--- src/rtl/ekmf_ram.sv ---
// ---------------------------------------------------------------------------
// ekmf_ram
// Generic single-port-write, single-port-read RAM with registered read data.
// ---------------------------------------------------------------------------
module ekmf_ram #(
  parameter int WIDTH = 8,
  parameter int DEPTH = 16
) (
  input  logic                     clk,
  input  logic                     we,
  input  logic [$clog2(DEPTH)-1:0] waddr,
  input  logic [WIDTH-1:0]         wdata,
  input  logic [$clog2(DEPTH)-1:0] raddr,
  output logic [WIDTH-1:0]         rdata
);

  logic [WIDTH-1:0] mem [DEPTH];

  // One write and one registered read per cycle.
  always_ff @(posedge clk) begin
    if (we) begin
      mem[waddr] <= wdata;
    end
    rdata <= mem[raddr];
  end

endmodule

--- config.mk ---
export PLATFORM = sky130hd
export DESIGN_NAME = ekmf_ram
export DESIGN_NICKNAME = d
export VERILOG_FILES = /design/src/rtl/ekmf_ram.sv
export SDC_FILE = /design/constraint.sdc
export NUM_CORES = 1
export LEC_CHECK = 0
export BUFFER_PORTS_ARGS = -buffer_cell sky130_fd_sc_hd__buf_2
export CAP_MARGIN = 30
export CORE_MARGIN = 1.5
export CORE_UTILIZATION = 65
export DETAILED_ROUTE_END_ITERATION = 16
export GPL_TIMING_DRIVEN = 0
export PLACE_DENSITY = 0.83
export SLEW_MARGIN = 10
export SYNTH_ARGS = -nofsm -noshare
export SYNTH_HDL_FRONTEND = slang
export SYNTH_SLANG_ARGS = --single-unit
--- constraint.sdc ---
create_clock -name clk -period 3.1 [get_ports clk]
set_input_delay 0.31 -clock clk [delete_from_list [all_inputs] [get_ports clk]]
set_output_delay 0.31 -clock clk [all_outputs]
set_load 0.01 [all_outputs]
==> flow_summary.ini <==
[status]
status = finished, final reports clean

[die]
row_count = 32
pin_count = 26
die_h_um = 92.0
initial_core_util = 0.670
die_area_um2 = 8460
die_w_um = 92.0
core_area_um2 = 7690

[clocking]
postCtsResizedCells = 0
cts_root_buffer = clkbuf_8
clkSinkCount = 136
cts_tree = built
cts_buffers = 17
clkLatencyLatePin_ps = 520
ctsHoldBuffers = 0
htree_levels = 4
clk_pin_slew_ps = 60
cts_buffer_depth = 2
postCtsSetupBuffers = 0

[sta]
drv_slew = 0
fin_setup_tns_ps = 0
worstMarginPinSlew_ps = 818
hold_violations = 0
finalSetupViolCount = 0
finalCriticalPeriod_ps = 1640
rsz0062_at_grt = no
fin_skew_ps = 5.02
fmax_ghz = 0.611
finalCritPeriodShare = 0.528
holdWs_ps = 189
relSlewSlack = 0.453

[setup_path]
cp-end-kind = register
path_buf_inv = 2
required_ps = 3310
critPathArrivalTime_ps = 1850
worstSetupPathType = in2reg
cp_top_family = simple AND/OR/NAND/NOR gates
worst-path-max-fanout = 5
cpMostUsedCell = buf_2
cp-start-kind = input port
cp_slowest_cell = nor3_1
crit_path_max_incr_delay_ps = 550
crit_chain = buf_2 -> or3b_2 -> nor3_1 -> buf_2

[placement]
place.detailed.hpwl_um = 6230
place.gp.congestion = 0.755
port-buffer-count = 24

[synthesis]
synth_area_leaders = edfxtp_1 75%, mux4_2 7.9%, mux4_1 7.1%
syn-cell-area_um2 = 5150
synth_top_area_frac = 0.747
ys_seq_elements = 136
synth_top_area_cell = edfxtp_1
ys_seq_area_frac = 0.778
syn_area_per_cell_um2 = 22.5
netlist_instances = 229
synth_cell_types = 19
syn-num-nets = 247
ys.warnings.count = 0

[detailed_routing]
drtIter0Drc = 305
wirelength_um = 10500
dr.pass1.iters = 4
drcViolationCount = 0
route.detailed.wl_per_inst_um = 26.8
via_count = 2531
via_per_inst = 6.47
ant_nets = 0

[finish]
area_growth_syn_to_layout_pct = 16.9
fill_cells = 386
drive_gt1_frac = 0.294
nets = 294
diodes = 0

[global_route]
antenna_found_initial = 0
grt_max_degree = 17
grt_pass1_wl_um = 15800
grt_pass1_vias = 2598
grt_overflow = 0
grt_use_total = 0.280

[hold_path]
min_path_type = in2reg

[power_and_ir_drop]
power_leakage_uw = 0.00206
vdd_drop_max_mv = 0.479
power_density_nw_per_um2 = 710

[run]
drv_cap = 0
==> cell usage after synthesis, drive strengths merged <==
cell type,n
nor2b,1
nand3b,2
nand2,9
clkdlybuf4s25,3
or3b,1
and2,1
a22oi,16
mux4,32
nand3,1
nor3,4
nor2,13
buf,7
nand2b,2
and2b,1
edfxtp,128
dfxtp,8
==> cell families (layout without fill, tap and decap cells) <==
logic type             Yosys count  in the layout  synth area share
AOI/OAI and AO/OA               16             16            0.0233
buffers and inverters           10             70            0.0168
DFF                            136            136             0.778
muxes                           32             32             0.150
and+or+nand+nor                 35             35            0.0318
==> area by class of cell <==
| cell class | count | area, um^2 | share of cell area |
|---|---|---|---|
| timing repair buffer | 28 | 143 | 0.0237 |
| clock inverter | 8 | 118 | 0.0196 |
| clock buffer | 24 | 480 | 0.0799 |
| buffer | 10 | 86.3 | 0.0144 |
| multi-input combinational | 83 | 1060 | 0.176 |
| sequential | 136 | 4000 | 0.666 |
| tap | 102 | 128 | 0.0212 |
==> worst register-to-register path, delay by kind of cell (launching register included) <==
kind | cells | cell delay (ps)
DFF | 1 | 370
muxes | 1 | 520
AOI/OAI and AO/OA | 1 | 280
and+or+nand+nor | 1 | 130
==> per-layer routing <==
metal | share of wire | track usage | up-vias
li1 | - | - | 1067
met1 | 0.39 | 0.391 | 1291
met2 | 0.50 | 0.428 | 153
met3 | 0.087 | 0.0647 | 20
met4 | 0.023 | 0.128 | 0
met5 | 0 | 0 | -
==> flip-flops by register name, indices dropped and copies added, names as in the netlist <==
| name | cells |
|---|---|
| mem | 128 |
| rdata | 8 |
==> where the power goes <==
group	switching, uW	internal, uW
clock	698	1310
combinational	119	82.3
sequential	11.7	2060
==> stage by stage <==
step,power [uW],std cells,area (um^2),worst slack [ps],util
after floorplan,2210,229,5150,1300,-
after global placement,2290,355,5400,757,0.702
after detailed placement,2300,359,5420,985,0.705
after CTS,4280,391,6020,1510,0.783
after global routing,4370,391,6020,1400,0.783
final,4270,391,6020,1460,0.783
==> cell usage in the layout (no fill, tap or decap), types with 2 or more instances in the layout <==
master	n
nand2_1	9
clkbuf_8	5
mux4_1	14
edfxtp_1	128
dfxtp_1	8
bufinv_16	3
mux4_2	18
buf_2	30
a22oi_1	16
buf_6	3
buf_4	2
nor2_1	13
nand3b_1	2
nand2b_1	2
clkbuf_16	16
nor3_1	4
clkinv_2	3
clkbuf_1	3
clkdlybuf4s25_2	3
==> final timing paths <==
check	from	to	slack [ps]	cells past startpoint
max	waddr[2]	mem[0][1]	1460	4
min	wdata[4]	mem[7][4]	190	1
max reg2reg	mem[0][5]	rdata[5]	1670	3
min reg2reg	mem[8][1]	rdata[1]	700	3
Power figures use the tool's default switching activity.
